### src/rtl/core/dst_pkg.sv
// ----------------------------------------------------------------------------
// Date set table package
// Shared types, codes and helpers for the packed date table.
// ----------------------------------------------------------------------------
package dst_pkg;

   localparam int DEPTH_DEFAULT = 32;
   localparam int CNT_W         = 6;
   localparam int DAY_W         = 5;
   localparam int MONTH_W       = 4;
   localparam int YEAR_W        = 7;
   localparam int DATE_W        = DAY_W + MONTH_W + YEAR_W;

   localparam logic [DAY_W-1:0]   MAX_DAY   = DAY_W'(31);
   localparam logic [MONTH_W-1:0] MAX_MONTH = MONTH_W'(12);
   localparam logic [YEAR_W-1:0]  MAX_YEAR  = YEAR_W'(99);

   typedef enum logic [2:0] {
      FN_ADD     = 3'd0,
      FN_RM_DATE = 3'd1,
      FN_LOOKUP  = 3'd2,
      FN_READ    = 3'd3,
      FN_RM_IDX  = 3'd4
   } func_type;

   typedef enum logic [2:0] {
      ST_OK       = 3'd0,
      ST_INVALID  = 3'd1,
      ST_FULL     = 3'd2,
      ST_PRESENT  = 3'd3,
      ST_NOTFOUND = 3'd4
   } status_type;

   typedef enum logic [2:0] {
      S_IDLE,
      S_SRCH_RD,
      S_SRCH_CMP,
      S_SHF_RD,
      S_SHF_WR,
      S_FETCH,
      S_READ_OUT
   } state_type;

   // day in the low bits, then month, then year
   function automatic logic [DATE_W-1:0] pack_date(input logic [DAY_W-1:0]   d,
                                                   input logic [MONTH_W-1:0] m,
                                                   input logic [YEAR_W-1:0]  y);
      pack_date = {y, m, d};
   endfunction

   function automatic logic date_ok(input logic [DAY_W-1:0]   d,
                                    input logic [MONTH_W-1:0] m,
                                    input logic [YEAR_W-1:0]  y);
      date_ok = (d != '0) && (d <= MAX_DAY) && (m != '0) && (m <= MAX_MONTH)
                && (y <= MAX_YEAR);
   endfunction

endpackage

### src/rtl/core/date_set_table_top.sv
// ----------------------------------------------------------------------------
// Date set table
// Packed table of distinct dates with add, remove, lookup and read commands.
// ----------------------------------------------------------------------------
// A command is taken when start is high and busy is low. Its single result
// appears on the rsp_ ports for one cycle with rsp_valid and cannot be held
// off. The table lives in one single-port memory with a registered read, so
// a search reads and then compares each stored entry, and a compaction reads
// each entry above the removed one and writes it one place down. A rejected
// add, an out-of-range slot or an unused code answers straight from idle; a
// read at index fetches the slot and then answers; add, lookup and remove by
// date search the stored entries, and remove by date then compacts; remove at
// index compacts the entries above the slot. busy stays high until the result
// is issued.
module date_set_table_top #(
   parameter int TABLE_DEPTH = dst_pkg::DEPTH_DEFAULT
) (
   input  logic                        clock,
   input  logic                        reset,
   input  logic                        start,
   output logic                        busy,
   input  logic [2:0]                  req_func,
   input  logic [dst_pkg::DAY_W-1:0]   req_day,
   input  logic [dst_pkg::MONTH_W-1:0] req_month,
   input  logic [dst_pkg::YEAR_W-1:0]  req_year,
   input  logic [dst_pkg::CNT_W-1:0]   req_slot,
   output logic                        rsp_valid,
   output logic [2:0]                  rsp_status,
   output logic                        rsp_found,
   output logic [dst_pkg::DAY_W-1:0]   rsp_out_day,
   output logic [dst_pkg::MONTH_W-1:0] rsp_out_month,
   output logic [dst_pkg::YEAR_W-1:0]  rsp_out_year,
   output logic [dst_pkg::CNT_W-1:0]   rsp_entries_used
);
   import dst_pkg::*;

   localparam int IDX_W = (TABLE_DEPTH > 1) ? $clog2(TABLE_DEPTH) : 1;
   localparam logic [CNT_W-1:0] DEPTH_CNT = CNT_W'(TABLE_DEPTH);

   state_type           state_ff, state_in;
   func_type            func_ff, func_in;
   logic [DATE_W-1:0]   key_ff, key_in;
   logic [CNT_W-1:0]    ptr_ff, ptr_in;
   logic [CNT_W-1:0]    count_ff, count_in;
   logic [CNT_W-1:0]    ptr_inc;

   logic [DATE_W-1:0]   mem [TABLE_DEPTH];
   logic [DATE_W-1:0]   rd_data_ff;
   logic                rd_en, wr_en;
   logic [IDX_W-1:0]    rd_addr, wr_addr;
   logic [DATE_W-1:0]   wr_data;

   logic                rsp_valid_ff, rsp_valid_in;
   status_type          rsp_status_ff, rsp_status_in;
   logic                rsp_found_ff, rsp_found_in;
   logic [DATE_W-1:0]   rsp_date_ff, rsp_date_in;
   logic [CNT_W-1:0]    rsp_used_ff;

   logic                accept;
   logic                match;
   logic                req_date_ok;
   logic                table_full;
   logic                slot_hit;
   func_type            req_fn;

   assign accept      = start && !busy;
   assign req_fn      = func_type'(req_func);
   assign match       = (rd_data_ff == key_ff);
   assign ptr_inc     = ptr_ff + CNT_W'(1);
   assign req_date_ok = date_ok(req_day, req_month, req_year);
   assign table_full  = (count_ff >= DEPTH_CNT);
   assign slot_hit    = (req_slot < count_ff) && (req_slot < DEPTH_CNT);

   // next state
   always_comb begin
      state_in = state_ff;
      case (state_ff)
         S_IDLE: begin
            if (accept) begin
               case (req_fn)
                  FN_ADD:     state_in = (req_date_ok && !table_full) ? S_SRCH_RD : S_IDLE;
                  FN_RM_DATE: state_in = S_SRCH_RD;
                  FN_LOOKUP:  state_in = S_SRCH_RD;
                  FN_READ:    state_in = slot_hit ? S_FETCH : S_IDLE;
                  FN_RM_IDX:  state_in = slot_hit ? S_SHF_RD : S_IDLE;
                  default:    state_in = S_IDLE;
               endcase
            end
         end
         S_SRCH_RD:  state_in = (ptr_ff >= count_ff) ? S_IDLE : S_SRCH_CMP;
         S_SRCH_CMP: begin
            if (!match) begin
               state_in = S_SRCH_RD;
            end else if (func_ff == FN_RM_DATE) begin
               state_in = S_SHF_RD;
            end else begin
               state_in = S_IDLE;
            end
         end
         S_SHF_RD:   state_in = (ptr_inc >= count_ff) ? S_IDLE : S_SHF_WR;
         S_SHF_WR:   state_in = S_SHF_RD;
         S_FETCH:    state_in = S_READ_OUT;
         S_READ_OUT: state_in = S_IDLE;
         default:    state_in = S_IDLE;
      endcase
   end

   // datapath and result
   always_comb begin
      func_in       = func_ff;
      key_in        = key_ff;
      ptr_in        = ptr_ff;
      count_in      = count_ff;
      rd_en         = 1'b0;
      rd_addr       = ptr_ff[IDX_W-1:0];
      wr_en         = 1'b0;
      wr_addr       = ptr_ff[IDX_W-1:0];
      wr_data       = rd_data_ff;
      rsp_valid_in  = 1'b0;
      rsp_status_in = ST_OK;
      rsp_found_in  = 1'b0;
      rsp_date_in   = '0;
      case (state_ff)
         S_IDLE: begin
            if (accept) begin
               func_in = req_fn;
               key_in  = pack_date(req_day, req_month, req_year);
               ptr_in  = '0;
               case (req_fn)
                  FN_ADD: begin
                     if (!req_date_ok) begin
                        rsp_valid_in  = 1'b1;
                        rsp_status_in = ST_INVALID;
                     end else if (table_full) begin
                        rsp_valid_in  = 1'b1;
                        rsp_status_in = ST_FULL;
                     end
                  end
                  FN_RM_DATE, FN_LOOKUP: begin
                  end
                  FN_READ, FN_RM_IDX: begin
                     ptr_in = req_slot;
                     if (!slot_hit) begin
                        rsp_valid_in  = 1'b1;
                        rsp_status_in = ST_NOTFOUND;
                     end
                  end
                  default: rsp_valid_in = 1'b1;
               endcase
            end
         end
         S_SRCH_RD: begin
            if (ptr_ff >= count_ff) begin
               // search ran off the end: no match
               rsp_valid_in = 1'b1;
               case (func_ff)
                  FN_ADD: begin
                     wr_en    = 1'b1;
                     wr_addr  = count_ff[IDX_W-1:0];
                     wr_data  = key_ff;
                     count_in = count_ff + CNT_W'(1);
                  end
                  FN_RM_DATE: rsp_status_in = ST_NOTFOUND;
                  default:    rsp_status_in = ST_OK;
               endcase
            end else begin
               rd_en = 1'b1;
            end
         end
         S_SRCH_CMP: begin
            if (!match) begin
               ptr_in = ptr_inc;
            end else begin
               case (func_ff)
                  FN_ADD: begin
                     rsp_valid_in  = 1'b1;
                     rsp_status_in = ST_PRESENT;
                  end
                  FN_LOOKUP: begin
                     rsp_valid_in = 1'b1;
                     rsp_found_in = 1'b1;
                  end
                  default: begin
                  end
               endcase
            end
         end
         S_SHF_RD: begin
            if (ptr_inc >= count_ff) begin
               count_in     = count_ff - CNT_W'(1);
               rsp_valid_in = 1'b1;
            end else begin
               rd_en   = 1'b1;
               rd_addr = ptr_inc[IDX_W-1:0];
            end
         end
         S_SHF_WR: begin
            // move the next entry down one place
            wr_en  = 1'b1;
            ptr_in = ptr_inc;
         end
         S_FETCH: rd_en = 1'b1;
         S_READ_OUT: begin
            rsp_valid_in = 1'b1;
            rsp_date_in  = rd_data_ff;
         end
         default: begin
         end
      endcase
   end

   always_ff @(posedge clock) begin
      if (reset) begin
         state_ff      <= S_IDLE;
         count_ff      <= '0;
         rsp_valid_ff  <= 1'b0;
         rsp_status_ff <= ST_OK;
         rsp_found_ff  <= 1'b0;
         rsp_date_ff   <= '0;
         rsp_used_ff   <= '0;
      end else begin
         state_ff      <= state_in;
         count_ff      <= count_in;
         rsp_valid_ff  <= rsp_valid_in;
         rsp_status_ff <= rsp_status_in;
         rsp_found_ff  <= rsp_found_in;
         rsp_date_ff   <= rsp_date_in;
         rsp_used_ff   <= count_in;
      end
   end

   always_ff @(posedge clock) begin
      func_ff <= func_in;
      key_ff  <= key_in;
      ptr_ff  <= ptr_in;
   end

   always_ff @(posedge clock) begin
      if (wr_en) begin
         mem[wr_addr] <= wr_data;
      end
   end

   always_ff @(posedge clock) begin
      if (rd_en) begin
         rd_data_ff <= mem[rd_addr];
      end
   end

   assign busy             = (state_ff != S_IDLE);
   assign rsp_valid        = rsp_valid_ff;
   assign rsp_status       = rsp_status_ff;
   assign rsp_found        = rsp_found_ff;
   assign rsp_out_day      = rsp_date_ff[DAY_W-1:0];
   assign rsp_out_month    = rsp_date_ff[DAY_W+MONTH_W-1:DAY_W];
   assign rsp_out_year     = rsp_date_ff[DATE_W-1:DAY_W+MONTH_W];
   assign rsp_entries_used = rsp_used_ff;

   a_count_bound: assert property (@(posedge clock) disable iff (reset)
      count_ff <= DEPTH_CNT)
      else $error("occupancy beyond table depth");

   a_rsp_idle: assert property (@(posedge clock) disable iff (reset)
      rsp_valid_ff |-> (state_ff == S_IDLE))
      else $error("result issued while a command is still in flight");

   a_count_with_rsp: assert property (@(posedge clock) disable iff (reset)
      (!$past(reset) && (count_ff != $past(count_ff))) |-> rsp_valid_ff)
      else $error("occupancy changed without a result beat");

   a_found_ok: assert property (@(posedge clock) disable iff (reset)
      rsp_found_ff |-> (rsp_valid_ff && (rsp_status_ff == ST_OK)))
      else $error("found flag outside a successful lookup beat");

   a_used_match: assert property (@(posedge clock) disable iff (reset)
      rsp_valid_ff |-> (rsp_used_ff == count_ff))
      else $error("reported occupancy differs from the table count");

endmodule

### config.mk
export PLATFORM = sky130hd
export DESIGN_NAME = date_set_table_top
export DESIGN_NICKNAME = d
export VERILOG_FILES = /design/src/rtl/core/dst_pkg.sv /design/src/rtl/core/date_set_table_top.sv
export SDC_FILE = /design/constraint.sdc
export NUM_CORES = 1
export LEC_CHECK = 0
export BUFFER_PORTS_ARGS = -buffer_cell sky130_fd_sc_hd__buf_2
export CORE_MARGIN = 1
export CORE_UTILIZATION = 30
export DETAILED_ROUTE_END_ITERATION = 8
export HOLD_SLACK_MARGIN = 0.08
export PLACE_DENSITY_LB_ADDON = 0.2
export SLEW_MARGIN = 20
export SYNTH_ARGS = -nofsm -noshare
export SYNTH_HDL_FRONTEND = slang
export SYNTH_SLANG_ARGS = --single-unit
### constraint.sdc
create_clock -name clock -period 4.2 [get_ports clock]
set_input_delay 0.84 -clock clock [delete_from_list [all_inputs] [get_ports clock]]
set_output_delay 0.84 -clock clock [all_outputs]
set_load 0.1 [all_outputs]
==> results of run 1 <==
timing repair:
item                       CTS  global route
gates resized for setup      8            15
setup endpoints to repair    4            15
pin swaps                    0             2
buffers inserted             0             1
cell families after synthesis:
logic type,share of synthesized area [%]
flip-flops,57.7
AND/OR/NAND/NOR,9.09
AO/OA/AOI/OAI,9.53
multiplexers,19.2
buffers and inverters,2.78
XOR/XNOR,0.734
adder cells (fa/ha/maj),0.990
layer usage:
layer  vias up  wire [um]  share of wire (%)  global-route usage [%]
met5         -          0                  0                       0
met4         0       2640                2.6                    5.57
met3       163       7340                7.2                    3.71
met2       887      47700                 47                    32.6
met1     10793      44700                 44                    28.2
li1       8588          -                  -                       -
sequential cells by signal, summed over array words and instances, names as in the netlist:
name and count:
func_ff 3, key_ff 16, mem 512, ptr_ff 6, rd_data_ff 16, rsp_date_ff 16
rsp_entries_used 6, rsp_found 1, rsp_status 3, rsp_valid 1, state_ff 3
cell usage after synthesis (all sizes together) (5+ instances only):
library cell  instances  share of area [%]
edfxtp              553                 56
mux4                201                 15
nor2                156                2.0
clkbuf              113                1.4
mux2                 87                3.3
or4                  78                2.0
o22ai                73                1.5
nand3                70                1.2
buf                  65                1.1
o21ai                63                1.1
nand2                51               0.69
and3                 42               0.88
a22oi                32               0.81
dfxtp                30                2.0
a21oi                29               0.49
and2                 28               0.59
o31ai                27               0.70
a21boi               26               0.65
a22o                 25               0.73
o311a                24               0.81
ha                   22               0.92
mux2i                21               0.70
nor4                 21               0.46
xor2                 20               0.59
nand4                19               0.40
o311ai               17               0.50
inv                  16               0.21
a211o                14               0.41
a31oi                14               0.29
nor3                 14               0.27
o2111ai              13               0.38
nand2b               10               0.21
a211oi                9               0.24
o211ai                9               0.27
a21o                  7               0.18
nor4b                 5               0.17
o21a                  5               0.13
xnor2                 5               0.15
per-stage QoR:
stage	hold WS, ns	util, %	cell area, um^2	std cells
finish	0.402	35.0	34500	3458
global route	0.377	35.0	34500	3458
CTS	0.368	35.0	34400	3457
detailed placement	0.530	32.8	32200	3333
global placement	0.535	32.8	32200	3333
floorplan	0.490	-	29800	2039
power by group:
part	internal, W	switching [W]
registers	0.00639	0.0000326
clock network	0.00331	0.00245
logic	0.000845	0.00127
total	0.0105	0.00375
critical path: cells and delay by family (launching register included):
kind	cells	cell delay, ns
AO/OA/AOI/OAI	3	0.97
AND/OR/NAND/NOR	4	0.86
adder cells (fa/ha/maj)	2	0.55
flip-flops	1	0.49
multiplexers	1	0.40
buffers and inverters	2	0.39
XOR/XNOR	1	0.24
worst paths after layout:
path | from | endpoint | slack (ns) | depth (start not counted)
setup / recovery | ptr_ff[0]$_DFFE_PP_ | rd_data_ff[1]$_DFFE_PP_ | 0.02 | 13
hold / removal | req_year[0] | key_ff[9]$_DFFE_PP_ | 0.40 | 1
setup reg to reg | ptr_ff[0]$_DFFE_PP_ | rd_data_ff[1]$_DFFE_PP_ | 0.02 | 13
hold reg to reg | rd_data_ff[1]$_DFFE_PP_ | rsp_date_ff[1]$_SDFF_PP0_ | 0.54 | 1
layout make-up:
cell class	instances	area [um^2]	area share, %
Clock buffer	90	1860	5.38
Clock inverter	34	272	0.787
Inverter	16	62.6	0.181
Multi-Input combinational cell	1262	12100	35.1
Sequential cell	583	17200	49.9
Tap cell	1287	1610	4.67
Timing Repair Buffer	186	1390	4.04
==> metrics, run 1 <==
grt total ovfl 0; total via count in the routed design 20,431; drt drc 0; clock root cell clkbuf_16; Post-Syn Instances 2,039; Max clock buf depth 3; IO Port Bufs 55; htree depth 3; CTS Buf Count 68; IO Count 56; Reg clk slew, reported paths 0.06 ns; share of cells above drive strength 1 29.5%; Hold Crit Class in2reg; initial antenna violation count 6; final-layout fill cell count 9,449; DR vias/cell 5.91; fraction of registers with async set/reset 0%; Post-DRT Antenna Nets 0; HPWL after detailed placement 66,100 um; first-pass GRT wire length 149,000 um; Worst Setup End Kind flip-flop; Hold Vio Cnt, Final 0; max_slew headroom 33.7%; WL per Instance 29.6 um; CP max-delay cell or3_4; Required @ worst endpoint 4.56 ns; most common cell after layout, fill and taps aside edfxtp_1; CTS tree yes; dpl ws -0.337 ns; Final Total Pwr 0.0143 W; clk sinks 583; All-Layer GR Usage 20.3%; Cell Chain, Critical Path ha_4 -> nand3_1 -> xnor2_1 -> ha_1 -> a41o_1 -> o31a_2 -> or3_4 -> nand2_8 -> buf_12 -> mux2_2 -> o2111ai_1 -> buf_4 -> nor4_1; final WL 102,000 um; Layout area overhead 15.7%; Worst Tran Pin Value 0.994 ns; most frequent cells in the layout 553 x edfxtp_1, 201 x mux4_2, 155 x nor2_1; Clock Skews 0.0229 ns; Worst path max stage delay 0.50 ns; Die Span Y 317 um; ANT cells 0; Clock Latency Late Sink 0.62 ns; Pleak 11.1 nW; Syn Area/Cell 14.6 um^2; die width 317 um; fin crit period 4.18 ns; critical path arrival 4.54 ns; status complete, no violations; crit path launch type flip-flop; CORE AREA 98,400 um^2; pin count of the biggest net entering global routing 130; Slew Limit Fails 0; Synth Warn # 0; PnR worst setup slack 0.0201 ns; Hold Buf Count CTS 0; Initial Utilization 30.3%; Post-synth top flop edfxtp_1; RSZ-0062 raised after global routing true; Crit Path Category reg2reg; Final #Nets 2,168; Power Density 414 nW/um^2; Final GP Congestion 0.915; register area share after synthesis 57.7%; synth unique cells 70; row count 115; maximum VDD drop 0.271 mV; MaxCap Viol Count 0; synthesized net count 2,090; CP Max Fanout 12; Finish-stage setup viols 0; Iter 0 DRT Violations 2,381; final cycle utilization of the critical path 99.5%; Mapped Area 29,800 um^2; Die Area 101,000 um^2; setup TNS 0 ns; Post-synth EDFFs 553; number of global-route vias before repair 20,528; number of synthesized register bits 583; fmax 0.239 GHz; drt first pass iters 6
Power figures use the tool's default switching activity.
==> run 2: changes to the inputs <==
==> constraint.sdc (replaced) <==
create_clock -name clock -period 4.2 [get_ports clock]
set_input_delay 0.21 -clock clock [delete_from_list [all_inputs] [get_ports clock]]
set_output_delay 0.21 -clock clock [all_outputs]
set_load 0.1 [all_outputs]
==> metrics, run 2 (synthesis results as in run 1) <==
All-Layer GR Usage 20.4%; Final GP Congestion 0.915; Worst Setup End Kind flip-flop; RSZ-0062 raised after global routing true; MaxCap Viol Count 0; htree depth 3; Iter 0 DRT Violations 2,487; Required @ worst endpoint 4.56 ns; Post-DRT Antenna Nets 0; drt first pass iters 8; Internal 0.0106 W; Clock Latency Late Sink 0.63 ns; Die Span Y 317 um; CP Max Fanout 12; Reg clk slew, reported paths 0.06 ns; Hold Crit Class in2reg; Worst Tran Pin Value 0.997 ns; DP Area 32,200 um^2; total via count in the routed design 20,507; row count 115; HPWL after detailed placement 66,100 um; die width 317 um; Top Usage Layer GRT met2; dpl ws -0.337 ns; Slew Limit Fails 0; drt drc 0; pin count of the biggest net entering global routing 130; Power Density 412 nW/um^2; IO Count 56; switch share 26.3%; fmax 0.239 GHz; clock root cell clkbuf_16; Layout area overhead 16.6%; Initial Utilization 30.3%; PnR worst setup slack 0.00891 ns; GR Layer Usage met2 32.6%; Crit Path Category reg2reg; CTS Buf Count 68; CTS tree yes; first-pass GRT wire length 149,000 um; met1 global-route usage 28.3%; met3 usage 3.71%; final-layout fill cell count 9,422; Finish-stage setup viols 0; Seq pwr share 44.8%; clk sinks 583; fin area 34,800 um^2; DR vias/cell 5.89; max_slew headroom 33.5%; final cycle utilization of the critical path 99.8%; Largest register FFs 512; Die Area 101,000 um^2; critical path arrival 4.55 ns; status complete, no violations; sw power 0.00376 W; share of cells above drive strength 1 29.1%; Final #Nets 2,194; clock network fraction of total power 40.2%; initial antenna violation count 7; fin crit period 4.19 ns; most frequent cells in the layout 553 x edfxtp_1, 201 x mux4_2, 155 x nor2_1; grt total ovfl 0; ANT cells 0; IO Port Bufs 55; crit path launch type flip-flop; CORE AREA 98,400 um^2; logic gate share of total power 15.0%; WL per Instance 29.4 um; Max clock buf depth 3; setup TNS 0 ns; number of global-route vias before repair 20,605; final WL 103,000 um; most common cell after layout, fill and taps aside edfxtp_1; Pleak 11.2 nW; largest register by flop count mem; maximum VDD drop 0.271 mV; Clock Skews 0.0242 ns; Hold Vio Cnt, Final 0
-- run 2: cell count changes in the layout (fill, tap and decap cells not counted), sizes merged --
cell         change
dlygate4sd3     +26
-- run 2: layout make-up --
| class | count | area (um^2) | area share (%) |
|---|---|---|---|
| sequential | 583 | 17200 | 49.5 |
| multi-input combinational | 1262 | 12100 | 34.8 |
| clock buffer | 90 | 1860 | 5.34 |
| timing repair buffer | 212 | 1650 | 4.76 |
| tap | 1287 | 1610 | 4.63 |
| clock inverter | 34 | 272 | 0.781 |
| inverter | 16 | 62.6 | 0.180 |
-- run 2: what timing repair did --
action / in CTS / in global routing
gates resized for setup: 8 / 15
cloned: 0 / 0
hold buffers: 26 / 0
setup buffers: 0 / 1
endpoints found under the setup margin: 4 / 15
hold endpoints to repair: 33 / 0
pin swaps: 0 / 2
-- run 2: path summary, 6_finish.rpt --
kind / start / end / slack, ns / cells after the start
worst min-delay path: start / rsp_status[0]$_SDFF_PP0_ / 0.13 / 5
worst min register to register: rd_data_ff[1]$_DFFE_PP_ / rsp_date_ff[1]$_SDFF_PP0_ / 0.53 / 1
worst max register to register: ptr_ff[0]$_DFFE_PP_ / rd_data_ff[1]$_DFFE_PP_ / 0.009 / 13
worst max-delay path: ptr_ff[0]$_DFFE_PP_ / rd_data_ff[1]$_DFFE_PP_ / 0.009 / 13
-- run 2: metal layers --
layer,vias to the layer above,part of all wire (%)
li1,8637,-
met1,10785,43
met2,930,47
met3,155,7.6
met4,0,2.5
met5,-,0
-- run 2: stage by stage --
step / hold slack [ns] / cells / util, % / total power, W
finish: 0.134 / 3484 / 35.3 / 0.0143
detailed placement: 0.388 / 3333 / 32.8 / 0.00862
global placement: 0.390 / 3333 / 32.8 / 0.00861
global route: 0.179 / 3484 / 35.3 / 0.0148
floorplan: 0.309 / 2039 / - / 0.00789
CTS: 0.108 / 3483 / 35.2 / 0.0144
-- run 2: power by group through the flow --
stage          clock (W)  combinational (W)  sequential (W)
6_report         0.00576            0.00214         0.00642
3_5_place_dp           0            0.00208         0.00654
5_1_grt          0.00607            0.00226         0.00642
2_1_floorplan          0            0.00136         0.00653
4_1_cts          0.00586            0.00212         0.00642
3_3_place_gp           0            0.00207         0.00654
-- run 2: worst max-delay path, stage by stage, from the launching register on --
cell       delay, ns
edfxtp_1        0.50
ha_4            0.25
nand3_1         0.11
xnor2_1         0.25
ha_1            0.30
a41o_1          0.29
o31a_2          0.17
or3_4           0.50
nand2_8         0.20
buf_12          0.17
mux2_2          0.40
o2111ai_1       0.49
buf_4           0.21
nor4_1          0.06
